<file path="src/design/hsv2rgb_pkg.sv">
// ----------------------------------------------------------------------------
// hsv2rgb_pkg
// shared constants, sector codes and the stage bundle for the hsv to rgb pipeline
// ----------------------------------------------------------------------------
package hsv2rgb_pkg;

	localparam int unsigned HUE_W   = 16;
	localparam int unsigned FIX_W   = 9;
	localparam int unsigned CHAN_W  = 8;

	// six full turns of 5760 lifts any 16-bit hue above zero
	localparam logic [17:0] HUE_LIFT = 18'd34560;
	// 65535 / 15, reciprocal for division by fifteen
	localparam logic [12:0] INV15    = 13'd4369;
	// (q * 43) >> 8 equals q / 6 for q below 128
	localparam logic [5:0]  INV6     = 6'd43;
	localparam logic [8:0]  ONE_FIX  = 9'd256;
	localparam logic [7:0]  CHAN_SCALE = 8'd255;
	localparam logic [3:0]  FIFTEEN  = 4'd15;
	localparam logic [9:0]  SECTOR_SPAN = 10'd960;

	typedef enum logic [2:0] {
		SEC_R_Y = 3'd0,
		SEC_Y_G = 3'd1,
		SEC_G_C = 3'd2,
		SEC_C_B = 3'd3,
		SEC_B_M = 3'd4,
		SEC_M_R = 3'd5
	} sector_t;

	// hue front end to mixing back end
	typedef struct packed {
		logic              vld;
		sector_t           sector;
		logic [11:0]       y;       // in-sector remainder times four
		logic [7:0]        f0;      // estimate of y / 15, may be one low
		logic [FIX_W-1:0]  s;
		logic [FIX_W-1:0]  v;
	} frac_t;

endpackage

</file>
<file path="src/design/hsv2rgb_if.sv">
// ----------------------------------------------------------------------------
// hsv2rgb interfaces
// valid/ready channels for hsv input items and rgb result items
// ----------------------------------------------------------------------------
interface hsv_if;
	logic                                 valid;
	logic                                 ready;
	logic signed [hsv2rgb_pkg::HUE_W-1:0] hue;
	logic [hsv2rgb_pkg::FIX_W-1:0]        saturation;
	logic [hsv2rgb_pkg::FIX_W-1:0]        brightness;

	modport source (output valid, hue, saturation, brightness, input ready);
	modport sink   (input valid, hue, saturation, brightness, output ready);
endinterface

interface rgb_if;
	logic                           valid;
	logic                           ready;
	logic [hsv2rgb_pkg::CHAN_W-1:0] red;
	logic [hsv2rgb_pkg::CHAN_W-1:0] green;
	logic [hsv2rgb_pkg::CHAN_W-1:0] blue_out;

	modport source (output valid, red, green, blue_out, input ready);
	modport sink   (input valid, red, green, blue_out, output ready);
endinterface

</file>
<file path="src/design/hsv_to_rgb_converter.sv">
// ----------------------------------------------------------------------------
// hsv_to_rgb_converter
// Converts hue (signed, 1/16 degree), saturation and brightness (8 fraction
// bits, 256 is 1.0, larger values clamp) to 8-bit red, green and blue. The
// block is a six-stage pipeline: a transaction accepted on hsv passes each
// stage register in turn to reach rgb, and one transaction per cycle streams
// through without gaps while rgb takes every result. Stalls on rgb hold the
// whole pipeline; hsv.ready is high whenever the last stage is empty or rgb
// is taking its result, so a new transaction can enter in the same cycle that
// rgb takes a finished one, while a finished one that waits holds hsv off.
// ----------------------------------------------------------------------------
module hsv_to_rgb_converter (
	input  logic         clk,
	input  logic         arst_n,
	hsv_if.sink          hsv,
	rgb_if.source        rgb
);

	logic               en;
	logic               vld_out;
	hsv2rgb_pkg::frac_t frac;

	// the pipeline moves when the output stage is empty or being drained
	assign en        = !vld_out || rgb.ready;
	assign hsv.ready = en;
	assign rgb.valid = vld_out;

	hsv2rgb_hue u_hue (
		.clk        (clk),
		.arst_n     (arst_n),
		.en         (en),
		.in_vld     (hsv.valid),
		.hue        (hsv.hue),
		.saturation (hsv.saturation),
		.brightness (hsv.brightness),
		.frac       (frac)
	);

	hsv2rgb_mix u_mix (
		.clk      (clk),
		.arst_n   (arst_n),
		.en       (en),
		.frac     (frac),
		.vld      (vld_out),
		.red      (rgb.red),
		.green    (rgb.green),
		.blue_out (rgb.blue_out)
	);

	a_empty_ready: assert property (@(posedge clk) disable iff (!arst_n)
		!rgb.valid |-> hsv.ready)
		else $error("input blocked with empty output stage");

	a_stall_holds_frac: assert property (@(posedge clk) disable iff (!arst_n)
		!en |=> $stable(frac))
		else $error("pipeline advanced during stall");

	// an accepted transaction reaches the front end output after two more moves
	a_accept_enters: assert property (@(posedge clk) disable iff (!arst_n)
		(hsv.valid && hsv.ready) ##1 en ##1 en |=> frac.vld)
		else $error("accepted transaction lost in front end");

endmodule

</file>
<file path="src/design/hsv2rgb_hue.sv">
// ----------------------------------------------------------------------------
// hsv2rgb_hue
// stages 1 to 3: hue wrap, sector and in-sector remainder, clamps, ff estimate
// ----------------------------------------------------------------------------
module hsv2rgb_hue (
	input  logic                                 clk,
	input  logic                                 arst_n,
	input  logic                                 en,
	input  logic                                 in_vld,
	input  logic signed [hsv2rgb_pkg::HUE_W-1:0] hue,
	input  logic [hsv2rgb_pkg::FIX_W-1:0]        saturation,
	input  logic [hsv2rgb_pkg::FIX_W-1:0]        brightness,
	output hsv2rgb_pkg::frac_t                   frac
);

	// stage 1
	logic [17:0] lifted;
	logic [23:0] x_prod;
	logic [8:0]  s_clamp, v_clamp;

	logic        vld_s1;
	logic [10:0] x_s1;
	logic [6:0]  q0_s1;
	logic [5:0]  low_s1;
	logic [8:0]  s_s1, v_s1;

	// stage 2
	logic [10:0] q15;
	logic [10:0] r_raw;
	logic [6:0]  q_fix;
	logic [10:0] r_fix;
	logic [12:0] q6_prod;
	logic [6:0]  q6x6;
	logic [6:0]  sect_raw;

	logic        vld_s2;
	logic [9:0]  rem_s2;
	logic [2:0]  sector_s2;
	logic [8:0]  s_s2, v_s2;

	// stage 3
	logic [11:0] y_c;
	logic [24:0] y_prod;

	logic        vld_s3;
	logic [11:0] y_s3;
	logic [7:0]  f0_s3;
	logic [2:0]  sector_s3;
	logic [8:0]  s_s3, v_s3;

	always_comb begin
		lifted  = {{2{hue[15]}}, hue} + hsv2rgb_pkg::HUE_LIFT;
		x_prod  = 24'(lifted[16:6] * hsv2rgb_pkg::INV15);
		s_clamp = (saturation > hsv2rgb_pkg::ONE_FIX) ? hsv2rgb_pkg::ONE_FIX : saturation;
		v_clamp = (brightness > hsv2rgb_pkg::ONE_FIX) ? hsv2rgb_pkg::ONE_FIX : brightness;
	end

	always_ff @(posedge clk or negedge arst_n) begin
		if (!arst_n) begin
			vld_s1 <= 1'b0;
		end else if (en) begin
			vld_s1 <= in_vld;
		end
	end

	always_ff @(posedge clk) begin
		if (en) begin
			x_s1   <= lifted[16:6];
			q0_s1  <= x_prod[22:16];
			low_s1 <= lifted[5:0];
			s_s1   <= s_clamp;
			v_s1   <= v_clamp;
		end
	end

	// quotient by 960 is (lifted >> 6) / 15, estimate may be one low
	always_comb begin
		q15   = {q0_s1, 4'b0} - {4'b0, q0_s1};
		r_raw = x_s1 - q15;
		if (r_raw >= 11'(hsv2rgb_pkg::FIFTEEN)) begin
			q_fix = q0_s1 + 7'd1;
			r_fix = r_raw - 11'(hsv2rgb_pkg::FIFTEEN);
		end else begin
			q_fix = q0_s1;
			r_fix = r_raw;
		end
		q6_prod  = 13'(q_fix * hsv2rgb_pkg::INV6);
		q6x6     = 7'({q6_prod[12:8], 2'b0}) + 7'({q6_prod[12:8], 1'b0});
		sect_raw = q_fix - q6x6;
	end

	always_ff @(posedge clk or negedge arst_n) begin
		if (!arst_n) begin
			vld_s2 <= 1'b0;
		end else if (en) begin
			vld_s2 <= vld_s1;
		end
	end

	always_ff @(posedge clk) begin
		if (en) begin
			rem_s2    <= {r_fix[3:0], low_s1};
			sector_s2 <= sect_raw[2:0];
			s_s2      <= s_s1;
			v_s2      <= v_s1;
		end
	end

	// ff = rem * 256 / 960 = (rem * 4) / 15
	always_comb begin
		y_c    = {rem_s2, 2'b0};
		y_prod = 25'(y_c * hsv2rgb_pkg::INV15);
	end

	always_ff @(posedge clk or negedge arst_n) begin
		if (!arst_n) begin
			vld_s3 <= 1'b0;
		end else if (en) begin
			vld_s3 <= vld_s2;
		end
	end

	always_ff @(posedge clk) begin
		if (en) begin
			y_s3      <= y_c;
			f0_s3     <= y_prod[23:16];
			sector_s3 <= sector_s2;
			s_s3      <= s_s2;
			v_s3      <= v_s2;
		end
	end

	assign frac.vld    = vld_s3;
	assign frac.sector = hsv2rgb_pkg::sector_t'(sector_s3);
	assign frac.y      = y_s3;
	assign frac.f0     = f0_s3;
	assign frac.s      = s_s3;
	assign frac.v      = v_s3;

	a_rem_range: assert property (@(posedge clk) disable iff (!arst_n)
		vld_s2 |-> rem_s2 < hsv2rgb_pkg::SECTOR_SPAN)
		else $error("in-sector remainder out of range");

	a_sector_range: assert property (@(posedge clk) disable iff (!arst_n)
		vld_s2 |-> sector_s2 <= 3'(hsv2rgb_pkg::SEC_M_R))
		else $error("sector code out of range");

	a_ff_estimate_low: assert property (@(posedge clk) disable iff (!arst_n)
		vld_s3 |-> (12'({f0_s3, 4'b0}) - 12'(f0_s3)) <= y_s3)
		else $error("ff estimate above exact quotient");

endmodule

</file>
<file path="src/design/hsv2rgb_mix.sv">
// ----------------------------------------------------------------------------
// hsv2rgb_mix
// stages 4 to 6: ff fix-up, p/q/t terms, sector routing, scale to 8 bits
// ----------------------------------------------------------------------------
module hsv2rgb_mix (
	input  logic                           clk,
	input  logic                           arst_n,
	input  logic                           en,
	input  hsv2rgb_pkg::frac_t             frac,
	output logic                           vld,
	output logic [hsv2rgb_pkg::CHAN_W-1:0] red,
	output logic [hsv2rgb_pkg::CHAN_W-1:0] green,
	output logic [hsv2rgb_pkg::CHAN_W-1:0] blue_out
);

	// stage 4
	logic [11:0] f15;
	logic [11:0] ry;
	logic [7:0]  ff;
	logic [8:0]  ff_inv;
	logic [16:0] sf_prod, st_prod;

	logic                 vld_s4;
	logic [7:0]           sf_s4;
	logic [8:0]           st_s4;
	hsv2rgb_pkg::sector_t sector_s4;
	logic [8:0]           s_s4, v_s4;

	// stage 5
	logic [17:0] p_prod, q_prod, t_prod;
	logic [8:0]  p_t, q_t, t_t;
	logic [8:0]  r_t, g_t, b_t;

	logic       vld_s5;
	logic [8:0] r_s5, g_s5, b_s5;

	// stage 6
	logic [16:0] r_sc, g_sc, b_sc;

	logic       vld_s6;
	logic [7:0] red_s6, green_s6, blue_s6;

	always_comb begin
		f15     = 12'({frac.f0, 4'b0}) - 12'(frac.f0);
		ry      = frac.y - f15;
		ff      = (ry >= 12'(hsv2rgb_pkg::FIFTEEN)) ? frac.f0 + 8'd1 : frac.f0;
		ff_inv  = hsv2rgb_pkg::ONE_FIX - 9'(ff);
		sf_prod = 17'(frac.s * ff);
		st_prod = 17'(frac.s * ff_inv);
	end

	always_ff @(posedge clk or negedge arst_n) begin
		if (!arst_n) begin
			vld_s4 <= 1'b0;
		end else if (en) begin
			vld_s4 <= frac.vld;
		end
	end

	always_ff @(posedge clk) begin
		if (en) begin
			sf_s4     <= sf_prod[15:8];
			st_s4     <= st_prod[16:8];
			sector_s4 <= frac.sector;
			s_s4      <= frac.s;
			v_s4      <= frac.v;
		end
	end

	// zero saturation makes p, q and t all equal to v, which is the grey case
	always_comb begin
		p_prod = 18'(v_s4 * (hsv2rgb_pkg::ONE_FIX - s_s4));
		q_prod = 18'(v_s4 * (hsv2rgb_pkg::ONE_FIX - 9'(sf_s4)));
		t_prod = 18'(v_s4 * (hsv2rgb_pkg::ONE_FIX - st_s4));
		p_t    = p_prod[16:8];
		q_t    = q_prod[16:8];
		t_t    = t_prod[16:8];
		case (sector_s4)
			hsv2rgb_pkg::SEC_R_Y: begin r_t = v_s4; g_t = t_t;  b_t = p_t;  end
			hsv2rgb_pkg::SEC_Y_G: begin r_t = q_t;  g_t = v_s4; b_t = p_t;  end
			hsv2rgb_pkg::SEC_G_C: begin r_t = p_t;  g_t = v_s4; b_t = t_t;  end
			hsv2rgb_pkg::SEC_C_B: begin r_t = p_t;  g_t = q_t;  b_t = v_s4; end
			hsv2rgb_pkg::SEC_B_M: begin r_t = t_t;  g_t = p_t;  b_t = v_s4; end
			default:              begin r_t = v_s4; g_t = p_t;  b_t = q_t;  end
		endcase
	end

	always_ff @(posedge clk or negedge arst_n) begin
		if (!arst_n) begin
			vld_s5 <= 1'b0;
		end else if (en) begin
			vld_s5 <= vld_s4;
		end
	end

	always_ff @(posedge clk) begin
		if (en) begin
			r_s5 <= r_t;
			g_s5 <= g_t;
			b_s5 <= b_t;
		end
	end

	always_comb begin
		r_sc = 17'(r_s5 * hsv2rgb_pkg::CHAN_SCALE);
		g_sc = 17'(g_s5 * hsv2rgb_pkg::CHAN_SCALE);
		b_sc = 17'(b_s5 * hsv2rgb_pkg::CHAN_SCALE);
	end

	always_ff @(posedge clk or negedge arst_n) begin
		if (!arst_n) begin
			vld_s6 <= 1'b0;
		end else if (en) begin
			vld_s6 <= vld_s5;
		end
	end

	always_ff @(posedge clk) begin
		if (en) begin
			red_s6   <= r_sc[15:8];
			green_s6 <= g_sc[15:8];
			blue_s6  <= b_sc[15:8];
		end
	end

	assign vld      = vld_s6;
	assign red      = red_s6;
	assign green    = green_s6;
	assign blue_out = blue_s6;

	a_ff_fixed: assert property (@(posedge clk) disable iff (!arst_n)
		frac.vld |-> (ry - (ry >= 12'(hsv2rgb_pkg::FIFTEEN) ? 12'(hsv2rgb_pkg::FIFTEEN) : 12'd0))
			< 12'(hsv2rgb_pkg::FIFTEEN))
		else $error("ff off by more than one");

	a_grey_terms: assert property (@(posedge clk) disable iff (!arst_n)
		(vld_s4 && s_s4 == 9'd0) |-> (sf_s4 == 8'd0 && st_s4 == 9'd0))
		else $error("zero saturation produced nonzero hue terms");

	a_terms_bounded: assert property (@(posedge clk) disable iff (!arst_n)
		vld_s5 |-> (r_s5 <= hsv2rgb_pkg::ONE_FIX && g_s5 <= hsv2rgb_pkg::ONE_FIX
			&& b_s5 <= hsv2rgb_pkg::ONE_FIX))
		else $error("channel term above one");

endmodule
</file>
<file path="src/flat_wrapper.sv">
// flat-port wrapper written by rule: the top's interface ports become plain ports
module hsv_to_rgb_converter_flat 
  (clk, arst_n, hsv_valid, hsv_hue, hsv_saturation, hsv_brightness, hsv_ready, rgb_valid, rgb_red, rgb_green, rgb_blue_out, rgb_ready);
  hsv_if hsv_i ();
  rgb_if rgb_i ();
  input  logic clk;
  input  logic arst_n;
  input wire logic [$bits(hsv_i.valid)-1:0] hsv_valid;
  input wire logic [$bits(hsv_i.hue)-1:0] hsv_hue;
  input wire logic [$bits(hsv_i.saturation)-1:0] hsv_saturation;
  input wire logic [$bits(hsv_i.brightness)-1:0] hsv_brightness;
  output wire logic [$bits(hsv_i.ready)-1:0] hsv_ready;
  output wire logic [$bits(rgb_i.valid)-1:0] rgb_valid;
  output wire logic [$bits(rgb_i.red)-1:0] rgb_red;
  output wire logic [$bits(rgb_i.green)-1:0] rgb_green;
  output wire logic [$bits(rgb_i.blue_out)-1:0] rgb_blue_out;
  input wire logic [$bits(rgb_i.ready)-1:0] rgb_ready;
  assign hsv_i.valid = hsv_valid;
  assign hsv_i.hue = hsv_hue;
  assign hsv_i.saturation = hsv_saturation;
  assign hsv_i.brightness = hsv_brightness;
  assign hsv_ready = hsv_i.ready;
  assign rgb_valid = rgb_i.valid;
  assign rgb_red = rgb_i.red;
  assign rgb_green = rgb_i.green;
  assign rgb_blue_out = rgb_i.blue_out;
  assign rgb_i.ready = rgb_ready;
  hsv_to_rgb_converter u_core (.clk(clk), .arst_n(arst_n), .hsv(hsv_i), .rgb(rgb_i));
endmodule
</file>
<file path="config.mk">
export PLATFORM = sky130hd
export DESIGN_NAME = hsv_to_rgb_converter_flat
export DESIGN_NICKNAME = d
export VERILOG_FILES = /design/src/design/hsv2rgb_pkg.sv /design/src/design/hsv2rgb_if.sv /design/src/design/hsv_to_rgb_converter.sv /design/src/design/hsv2rgb_hue.sv /design/src/design/hsv2rgb_mix.sv /design/src/flat_wrapper.sv
export SDC_FILE = /design/constraint.sdc
export NUM_CORES = 1
export LEC_CHECK = 0
export BUFFER_PORTS_ARGS = -buffer_cell sky130_fd_sc_hd__clkbuf_2
export CORE_ASPECT_RATIO = 0.75
export CORE_MARGIN = 3
export CORE_UTILIZATION = 25
export DETAILED_ROUTE_END_ITERATION = 8
export GPL_TIMING_DRIVEN = 1
export PLACE_DENSITY = 0.38
export SLEW_MARGIN = 20
export SYNTH_ARGS = -nofsm -noshare
export SYNTH_HDL_FRONTEND = slang
export SYNTH_SLANG_ARGS = --single-unit
</file>
<file path="constraint.sdc">
create_clock -name clk -period 15.95 [get_ports clk]
set_input_delay 3.9875 -clock clk [delete_from_list [all_inputs] [get_ports clk]]
set_output_delay 3.9875 -clock clk [all_outputs]
set_load 0.1 [all_outputs]
</file>
# ---- Word level (Yosys, flattened, before mapping)
# Index checks and enable logic that the tools add are counted.
dict set report op_classes {
  n_addsub 14
  n_mul 11
  n_lt_le_gt_ge 4
  n_eq_ne 4
  muxes 6
  n_reduce_logical 7
}
# op n
set ops {}
lappend ops {{one-hot mux 9 bit (3 select lines)} 3}
lappend ops {{multiplier 10 x 10 -> 17 bit} 3}
lappend ops {{multiplier 9 x 8 -> 16 bit (second input constant)} 3}
lappend ops {{multiplier 11 x 13 -> 23 bit (second input constant)} 1}
lappend ops {{multiplier 10 x 13 -> 22 bit (second input constant)} 1}
lappend ops {{subtractor 9 x 9 -> 10 bit (first input constant)} 2}
lappend ops {{greater-than comparator 9 bit (second input constant)} 2}
lappend ops {{adder 16 x 17 -> 17 bit (second input constant)} 1}
lappend ops {{multiplier 9 x 9 -> 17 bit} 1}
lappend ops {{multiplier 9 x 8 -> 16 bit} 1}
lappend ops {{>= comparator 12 x 4 -> 1 bit (second input constant)} 1}
lappend ops {{subtractor 12 bit} 1}
lappend ops {{subtractor 12 x 8 -> 12 bit} 1}
lappend ops {{>= comparator 11 x 4 -> 1 bit (second input constant)} 1}
lappend ops {{subtractor 11 bit} 1}
lappend ops {{subtractor 11 x 7 -> 11 bit} 1}
lappend ops {{multiplier 7 x 6 -> 10 bit (second input constant)} 1}
lappend ops {{subtractor 9 x 8 -> 10 bit (first input constant)} 1}
lappend ops {{subtractor 9 x 8 -> 9 bit (first input constant)} 1}
lappend ops {{adder 8 x 1 -> 8 bit (second input constant)} 1}
lappend ops {{two-way mux 8 bit} 1}
lappend ops {{OR reduction 2 bit} 4}
lappend ops {{adder 7 x 1 -> 7 bit (second input constant)} 1}
lappend ops {{two-way mux 7 bit} 1}
lappend ops {{other kinds (10)} 11}
dict set report totals {
  regBits 207
  input_bits 38
  output_inout_bits 26
}

# ---- Longest topological paths before layout
# Gate-level depths: netlist of the first run.
dict set report logic_depth {
  ltp_word 7
  depth_mapped 35
}

# ---- Modules after synthesis
# A second synthesis of the first run with hierarchy kept.
dict set report hier_totals {
  cells_unflattened 2907
  area_unflattened_um2 28919.0
}
# mod n_inst cells_per_inst area_per_inst_um2
set modules_own_cells {}
lappend modules_own_cells {hsv2rgb_mix 1 2361 22032.4}
lappend modules_own_cells {hsv2rgb_hue 1 545 6880.3}
lappend modules_own_cells {hsv_to_rgb_converter 1 1 6.3}

# ---- Least setup slack after synthesis of the first run
# Ideal clock, no wire load.
dict set report synth_path {
  path_type {input to output}
  startpoint {in rgb_ready}
  endpoint {out hsv_ready}
  arrival_time_ps 10469
  slack_ps 1493
  cell_stages 2
  cell_sequence {nand2b_1 -> clkbuf_1}
}
dict set report synth_via {
  elab_chain_len 1
}
# element line
set synth_lines {}
lappend synth_lines {{start: declaration} flat_wrapper.sv:17} ;# input wire logic [$bits(rgb_i.ready)-1:0] rgb_ready;
lappend synth_lines {{logical OR 1 bit} hsv_to_rgb_converter.sv:24} ;# assign en = !vld_out || rgb.ready;
lappend synth_lines {{end: declaration} flat_wrapper.sv:12} ;# output wire logic [$bits(hsv_i.ready)-1:0] hsv_ready;
# No other way between the ends.

# ---- Worst setup path after layout of the first run
dict set report layout_path {
  startpoint {reg u_core.u_hue.f0_s3[0]}
  endpoint {reg u_core.u_mix.st_s4[8] (data pin)}
}
dict set report layout_via {
  elab_chain_len 6
}
# element line
set layout_lines {}
lappend layout_lines {{start: declaration} hsv2rgb_hue.sv:47} ;# logic [7:0] f0_s3;
lappend layout_lines {{start signal: assignment} hsv2rgb_hue.sv:126} ;# f0_s3 <= y_prod[23:16];
lappend layout_lines {{subtractor 12 x 8 -> 12 bit} hsv2rgb_mix.sv:44} ;# f15 = 12'({frac.f0, 4'b0}) - 12'(frac.f0);
lappend layout_lines {{subtractor 12 bit} hsv2rgb_mix.sv:45} ;# ry = frac.y - f15;
lappend layout_lines {{>= comparator 12 x 4 -> 1 bit} hsv2rgb_mix.sv:46} ;# ff = (ry >= 12'(hsv2rgb_pkg::FIFTEEN)) ? frac.f0 + 8'd1 : frac.f0;
lappend layout_lines {{two-way mux 8 bit (*)} hsv2rgb_mix.sv:46}
lappend layout_lines {{subtractor 9 x 8 -> 9 bit (*)} hsv2rgb_mix.sv:47} ;# ff_inv = hsv2rgb_pkg::ONE_FIX - 9'(ff);
lappend layout_lines {{multiplier 9 x 9 -> 17 bit (*)} hsv2rgb_mix.sv:49} ;# st_prod = 17'(frac.s * ff_inv);
lappend layout_lines {{net u_core.u_mix.st_prod[16]} hsv2rgb_mix.sv:21} ;# logic [16:0] sf_prod, st_prod;
lappend layout_lines {{end signal: assignment} hsv2rgb_mix.sv:63} ;# st_s4 <= st_prod[16:8];
lappend layout_lines {{end: declaration} hsv2rgb_mix.sv:25} ;# logic [8:0] st_s4;
# Mark *: on every way through the listed nets, which the timed path passes. The rest lies on a longest branch.
# A chain may end at the register's enable or synchronous reset.

==> results.json, run 1 <==
{
  "status": "completed",
  "setup_violations": 0,
  "clock_latency_ps": 600,
  "grt_usage": 0.113,
  "rows": 106,
  "synth_cells": 2819,
  "clock_skew_ps": 23.4,
  "r2r-start": "u_core.u_hue.f0_s3[0]",
  "routed-via-count": 18200,
  "slowest_delay_ps": 720,
  "reg2reg_slack_ps": 6710,
  "cp_data_arrival_time_ps": 9580,
  "post_drt_wl_per_cell_um": 14.9,
  "tightest_slew_ps": 1120,
  "holdBufCountCts": 0,
  "synth_area_mm2": 0.0285,
  "min_path_cells": 0,
  "antenna_left": 0,
  "largestRegisters": "u_core.u_hue.x_s1: 11 flops, u_core.u_hue.rem_s2: 10 flops, u_core.u_hue.y_s3: 10 flops",
  "crit_slowest_cell": "mux2i_1",
  "drt_iter0_drc": 622,
  "synth_area_leaders": "fa_1 (26%), edfxtp_1 (21%), ha_1 (19%), inv_1 (7.5%), xnor2_1 (4.0%)",
  "rr_worst_depth": 29,
  "io_buffers": 63,
  "async_flop_share": 0.0290,
  "synth_area_per_cell_um2": 10.1,
  "critPathMostFrequentCell": "fa_1",
  "max-cap-violations": 0,
  "synth_edf_count": 201,
  "end_kind": "register",
  "clk_pin_slew_ps": 70,
  "h-tree-depth": 1,
  "initial_core_util": 0.254,
  "synth_top_family_by_area": "adder cells",
  "cts_resized": 0,
  "crit_path_end": "u_core.u_mix.st_s4[8]",
  "critPathMaxFanout": 11,
  "max_freq_mhz": 108,
  "crit_path_start_kind": "register",
  "numCtsBuffers": 27,
  "worstHoldPathType": "register to register",
  "viasPerCell": 4.13,
  "antenna_found_initial": 1,
  "setup-tns-final_ps": 0,
  "drive_above_1_share": 0.0615,
  "synth_adder_area_share": 0.443,
  "yosys.cell_count.top_type": "inv_1",
  "post_cts_buffers": 0,
  "worstHoldStart": "u_core.u_hue.v_s1[5]",
  "io_pins": 64,
  "die_area_mm2": 0.118,
  "synth_area_leader_cell": "fa_1",
  "largest_reg_flops": 11,
  "yosys-top-cells-count": "inv_1 (570), ha_1 (426), fa_1 (365), nand2_1 (245), edfxtp_1 (201)",
  "fin_nets": 3703,
  "cp.required_ps": 16290,
  "grt_overflow": 0,
  "maxSlewViolCount": 0,
  "n_antenna_cell": 0,
  "seq_area_frac_synth": 0.217,
  "wl_um": 65600,
  "synthesis.nets": 3648,
  "dieHeight_um": 298,
  "cts-root-buf": "clkbuf_16",
  "tritoncts": "yes",
  "yosys.area_share.xor_xnor": 0.0543,
  "drcViolationCount": 0,
  "hold_violations": 0,
  "core_area_mm2": 0.112,
  "yosysUniqueCellTypes": 72,
  "finalCritPeriodShare": 0.579,
  "grt_max_degree": 56,
  "grt_pass1_wl_um": 108000,
  "synth-simple-area-share": 0.128,
  "maxSlewHeadroom": 0.249,
  "fp.dieW_um": 396,
  "crit_start": "u_core.u_hue.f0_s3[0]",
  "yosysWarnings": 0,
  "timing.rr.end": "u_core.u_mix.st_s4[8]",
  "hpwlAfterDp_um": 51600,
  "crit_type": "register to register",
  "synth-seq-cells": 207,
  "synthToLayoutAreaGrowth_pct": 10.8,
  "fin_crit_ps": 9240,
  "firstDrtPassIters": 5,
  "gp_congestion": 0.756,
  "cts_sinks": 207,
  "synthMuxAreaShare": 0.0134,
  "rsz0062_at_grt": "false",
  "clock_path_buffers": 3,
  "regMostFlops": "u_core.u_hue.x_s1",
  "synthFlopType": "edfxtp_1",
  "synth_top_area_frac": 0.256,
  "synth_compound_area_frac": 0.0598,
  "first_global_vias": 19100
}
[layout by cell type (no fill, tap or decap), drive strengths merged, types with 69 or more instances in the layout]
cell type and instances:
inv 573, xnor2 132, nor2b 69, edfxtp 201, nand2 245, ha 426
nor2 72, clkbuf 91, and2 152, fa 365
[per-stage QoR]
stage                      util  area [um2]  hold slack (ps)  cells  setup WS (ps)
after floorplan               -       28500              400   2819           1490
after global placement    0.273       30700              401   4357           6770
after detailed placement  0.273       30700              405   4357           6720
after CTS                 0.281       31600              417   4407           6700
after global routing      0.281       31600              422   4407           5990
final                     0.281       31600              412   4407           6710
[layout make-up]
| class | instances | area (um2) |
|---|---|---|
| multi-input cells | 1973 | 19900 |
| clock inverters | 22 | 204 |
| inverters | 573 | 2150 |
| clock buffers | 28 | 679 |
| fillers | 11900 | 80800 |
| flip-flops and latches | 207 | 6190 |
| repair buffers | 92 | 533 |
| well taps | 1512 | 1890 |
[metal layers]
layer | global-route usage | vias to the layer above | part of all wire
met5 | 0 | - | 0
met4 | 0.0152 | 0 | 0.012
met3 | 0.0144 | 36 | 0.029
met2 | 0.168 | 172 | 0.41
met1 | 0.177 | 8841 | 0.55
li1 | - | 9171 | -
[worst max-delay path, delay by kind of cell (launching register included)]
kind                       cells  cell delay (ps)
AOI/OAI and AO/OA              8             1920
xor gates and xnor gates       2              810
adders and majority gates      8             3630
buffers and inverters          5              480
DFF                            1              570
muxes                          1              720
and+or+nand+nor                5              870
[cell families after synthesis]
group / after synthesis
XOR/XNOR: 176
multiplexers: 36
AO/OA/AOI/OAI: 258
flip-flops: 207
buffers and inverters: 639
adder cells (fa/ha/maj): 791
AND/OR/NAND/NOR: 712
[worst min-delay path by stage]
stage	end	slack, ps
after global routing	u_core.u_hue.rem_s2[5]	420
final	u_core.u_hue.v_s2[5]	410
after floorplan	u_core.u_hue.rem_s2[0]	400
after CTS	u_core.u_hue.v_s2[5]	420
after detailed placement	u_core.u_hue.s_s2[4]	400
after global placement	u_core.u_hue.s_s2[6]	400
Power of run 1 is left out: the tool's default activity adds up to more than one toggle a clock period on the data nets, which glitch-free logic cannot reach.
==> run 2, diff against run 1 <==
PLACE_DENSITY = 0.39   (was 0.38)
clock period = 8 ns   (was 15.95 ns; I/O delays follow)
==> run 2 against run 1 <==
Fmax grew 21%. Routed wire length is 0.45% higher. Clock skew rose by 2.0 ps. Sequential share of layout area is 0.36 points lower. Final area up 1.9%. Non-clock buffer count up 60. Core utilization increased by 0.53 points. Count of clock-buffer cells in the layout increased by 2. Register-to-register slack got worse by 6300 ps. Critical endpoint is now u_core.u_mix.st_s4[7]. Final cell count increased by 1.3%.
==> results.json, run 2 (synthesis gave the netlist of run 1 again) <==
{
  "crit_path_start_kind": "register",
  "min_path_cells": 0,
  "cts-root-buf": "clkbuf_16",
  "setup_violations": 0,
  "maxSlewViolCount": 0,
  "tightest_slew_ps": 1100,
  "final_cell_mix": "inv_1 (570), ha_1 (423), fa_1 (365)",
  "regMostFlops": "u_core.u_hue.x_s1",
  "grt_overflow": 0,
  "setup-tns-final_ps": 0,
  "die_area_mm2": 0.118,
  "initial_core_util": 0.254,
  "cts_sinks": 207,
  "fin_nets": 3762,
  "fin_crit_ps": 7640,
  "slowest_delay_ps": 560,
  "timing.rr.end": "u_core.u_mix.st_s4[7]",
  "grt_pass1_wl_um": 109000,
  "largestRegisters": "u_core.u_hue.x_s1: 11 flops, u_core.u_hue.rem_s2: 10 flops, u_core.u_hue.y_s3: 10 flops",
  "fp.dieW_um": 396,
  "first_global_vias": 19300,
  "drt_iter0_drc": 612,
  "clk_pin_slew_ps": 60,
  "n_antenna_cell": 0,
  "tritoncts": "yes",
  "viasPerCell": 4.11,
  "wl_um": 65900,
  "hpwlAfterDp_um": 53300,
  "clock_path_buffers": 3,
  "fillers": 11900,
  "worstHoldStart": "u_core.u_hue.v_s2[1]",
  "finalCritPeriodShare": 0.955,
  "maxSlewHeadroom": 0.265,
  "clock_latency_ps": 590,
  "rows": 106,
  "cp_data_arrival_time_ps": 7960,
  "worstHoldPathType": "register to register",
  "holdBufCountCts": 0,
  "io_pins": 64,
  "critPathMostFrequentCell": "fa_1",
  "max-cap-violations": 0,
  "reg2reg_slack_ps": 360,
  "crit_slowest_cell": "fa_1",
  "io_buffers": 63,
  "drcViolationCount": 0,
  "end_kind": "register",
  "critPathMaxFanout": 8,
  "routed-via-count": 18400,
  "antenna_found_initial": 2,
  "gp_congestion": 0.775,
  "h-tree-depth": 1,
  "rr_worst_depth": 29,
  "max_freq_mhz": 131,
  "crit_type": "register to register",
  "core_area_mm2": 0.112,
  "status": "completed",
  "largest_reg_flops": 11,
  "firstDrtPassIters": 5,
  "antenna_left": 0,
  "clock_skew_ps": 25.4,
  "holdPathEnd": "u_core.u_hue.v_s3[1]",
  "grt_max_degree": 72,
  "r2r-start": "u_core.u_hue.f0_s3[3]",
  "drive_above_1_share": 0.0867,
  "cp.required_ps": 8320,
  "hold_violations": 0,
  "numCtsBuffers": 26,
  "final_common_cell": "inv_1",
  "dieHeight_um": 298,
  "grt_usage": 0.114,
  "post_drt_wl_per_cell_um": 14.8,
  "synthToLayoutAreaGrowth_pct": 12.9
}
==> run 2: repair_timing <==
item,CTS,global route
resized for setup,1,36
endpoints found under the setup margin,3,13
buffers inserted,2,6
pin swaps,0,5
==> run 2: worst max path at each step <==
stage / start / endpoint / depth (start not counted)
3_5_place_dp: u_core.u_hue.f0_s3[3] / u_core.u_mix.st_s4[8] / 30
4_1_cts: u_core.u_hue.f0_s3[3] / u_core.u_mix.st_s4[8] / 29
3_3_place_gp: u_core.u_hue.f0_s3[5] / u_core.u_mix.st_s4[8] / 32
2_1_floorplan: u_core.u_hue.f0_s3[3] / u_core.u_mix.st_s4[8] / 29
5_1_grt: u_core.u_hue.f0_s3[3] / u_core.u_mix.st_s4[7] / 29
6_report: u_core.u_hue.f0_s3[3] / u_core.u_mix.st_s4[7] / 29
==> run 2: cell type report <==
type | count | area (um2) | area share
repair buffers | 152 | 987 | 0.0307
inverters | 573 | 2150 | 0.0668
flip-flops and latches | 207 | 6190 | 0.192
multi-input cells | 1973 | 20100 | 0.625
clock buffers | 30 | 666 | 0.0207
well taps | 1512 | 1890 | 0.0588
clock inverters | 17 | 173 | 0.00537
==> run 2: metrics by stage <==
stage / hold WS, ps / cells / instance area (um2) / util / worst slack (ps)
floorplan: 400 / 2819 / 28500 / - / 18.7
global placement: 401 / 4409 / 31100 / 0.277 / 48.3
detailed placement: 405 / 4409 / 31100 / 0.277 / -25.1
CTS: 416 / 4458 / 31900 / 0.284 / 32.3
global route: 422 / 4464 / 32200 / 0.286 / -18.0
finish: 413 / 4464 / 32200 / 0.286 / 361
==> run 2: critical path, delay by kind of cell (launching register included) <==
family,cells,cell delay (ps)
DFF,1,410
AOI/OAI and AO/OA,8,1680
muxes,1,280
xor gates and xnor gates,2,300
adders and majority gates,8,3280
and+or+nand+nor,5,930
buffers and inverters,5,500
==> run 2: layer usage <==
layer / part of all wire / up-vias / track usage
met5: 0 / - / 0
met3: 0.024 / 51 / 0.0130
met4: 0.013 / 0 / 0.0171
li1: - / 9286 / -
met2: 0.42 / 143 / 0.172
met1: 0.54 / 8875 / 0.175
Power of run 2 is left out for the same reason.
==> run 3, diff against run 2 <==
BUFFER_PORTS_ARGS = unset   (was -buffer_cell sky130_fd_sc_hd__clkbuf_2)
CTS_CLUSTER_DIAMETER = 40   (was unset)
DONT_BUFFER_PORTS = 1   (was unset)
clock period = 6.2 ns   (was 8 ns; I/O delays follow)
==> run 3 against run 2 <==
The flow now finishes with violations (negative setup slack). Die area is the same. Via count increased by 7.1%. Critical path type unchanged. Critical path depth up 1.
==> results.json, run 3 (synthesis gave the netlist of run 1 again) <==
{
  "drive_above_1_share": 0.209,
  "cts_sinks": 207,
  "rows": 106,
  "routed-via-count": 19700,
  "numCtsBuffers": 39,
  "holdBufCountCts": 0,
  "cts-root-buf": "clkbuf_16",
  "initial_core_util": 0.254,
  "crit_path_start_kind": "register",
  "core_area_mm2": 0.112,
  "end_kind": "register",
  "hpwlAfterDp_um": 57600,
  "path_buf_inv": 6,
  "fin_crit_ps": 7380,
  "clock_path_buffers": 3,
  "critPathMostFrequentCell": "fa_1",
  "maxSlewViolCount": 0,
  "wl_um": 70400,
  "viasPerCell": 4.19,
  "status": "finished with violations",
  "crit_type": "register to register",
  "critPathMaxFanout": 8,
  "antenna_found_initial": 2,
  "maxSlewHeadroom": 0.336,
  "grt_max_degree": 73,
  "synthToLayoutAreaGrowth_pct": 25.0,
  "fin_area_mm2": 0.0356,
  "layout_setup_ws_ps": -1180,
  "rsz0062_at_grt": "true",
  "clock_latency_ps": 560,
  "worstHoldPathType": "register to register",
  "tritoncts": "yes",
  "grt_pass1_wl_um": 117000,
  "utilization": 0.317,
  "setup_violations": 29,
  "dieHeight_um": 298,
  "h-tree-depth": 2,
  "fin_nets": 3974,
  "violations": "negative setup slack",
  "hold_violations": 0,
  "grt_overflow": 0,
  "finalCritPeriodShare": 1.19,
  "cp.required_ps": 6510,
  "io_pins": 64,
  "cp_data_arrival_time_ps": 7680,
  "clock_skew_ps": 15.5,
  "max_freq_mhz": 136,
  "fp.dieW_um": 396,
  "crit_family": "adder cells",
  "slowest_delay_ps": 530,
  "placed_area_mm2": 0.0330,
  "io_buffers": 0,
  "drt_iter0_drc": 702,
  "final_cell_mix": "inv_1 (546), ha_1 (401), fa_1 (358)",
  "die_area_mm2": 0.118,
  "grt_usage": 0.122,
  "firstDrtPassIters": 5,
  "post_drt_wl_per_cell_um": 15.0,
  "largestRegisters": "u_core.u_hue.x_s1: 11 flops, u_core.u_hue.rem_s2: 10 flops, u_core.u_hue.y_s3: 10 flops",
  "tightest_slew_ps": 996,
  "max-cap-violations": 0,
  "antenna_left": 0,
  "clk_pin_slew_ps": 60,
  "gp_congestion": 0.810,
  "largest_reg_flops": 11,
  "first_global_vias": 21400,
  "regMostFlops": "u_core.u_hue.x_s1",
  "crit_slowest_cell": "fa_1",
  "drcViolationCount": 0,
  "final_common_cell": "inv_1"
}
## run 3: cell types whose count changed in the layout (fill, tap and decap cells not counted), moves of 21 or more
cell | previous run | this run
ha_1 | 423 | 401
o21ai_0 | 62 | 38
clkbuf_2 | 63 | 0
inv_2 | 0 | 21
xnor2_1 | 130 | 107
buf_4 | 88 | 328
inv_1 | 570 | 546
## run 3: metal layers
layer	routed length, um	GRT usage
met1	36300	0.180
met2	30600	0.187
met3	2280	0.0191
met4	1220	0.0242
met5	0	0
## run 3: per-stage QoR
stage	setup TNS [ps]	setup slack (ps)	hold slack [ps]	cells
4_1_cts	-18040	-1290	417	4666
3_3_place_gp	-21270	-1280	401	4573
3_5_place_dp	-23430	-1360	405	4573
6_report	-18170	-1180	416	4688
2_1_floorplan	-11030	-1070	400	2819
5_1_grt	-27820	-1510	421	4687
## run 3: area by class of cell
cell class              instances  area (um2)
clock buffers                  43         991
well taps                    1512        1890
diodes                          1        2.50
multi-input cells            1973       21300
flip-flops and latches        207        6190
fillers                     11500       76700
inverters                     573        2160
clock inverters                28         262
repair buffers                351        2790
## run 3: timing repair
item | CTS | global route
gates resized for setup | 101 | 123
gates cloned | 0 | 0
setup buffers | 24 | 29
pin swaps | 96 | 104
endpoints found under the setup margin | 40 | 42
## run 3: final timing paths
check	from	end	slack [ps]	cells after the start
worst max-delay path	u_core.u_hue.f0_s3[3]	u_core.u_mix.st_s4[7]	-1180	30
worst min-delay path	u_core.u_hue.low_s1[4]	u_core.u_hue.rem_s2[4]	420	0
worst max register to register	u_core.u_hue.f0_s3[3]	u_core.u_mix.st_s4[7]	-1180	30
worst min register to register	u_core.u_hue.low_s1[4]	u_core.u_hue.rem_s2[4]	420	0
max in group asynchronous	arst_n	u_core.u_mix.vld_s5	5450	0
min in group asynchronous	arst_n	u_core.u_hue.vld_s1	680	0
## run 3: worst reg2reg max path: cells and delay by family (launching register included)
kind                       cells  cell delay [ps]
adders and majority gates      8             3220
muxes                          1              270
buffers and inverters          6              440
and+or+nand+nor                5              740
xor gates and xnor gates       2              330
AOI/OAI and AO/OA              8             1710
DFF                            1              430
Power of run 3 is left out for the same reason.
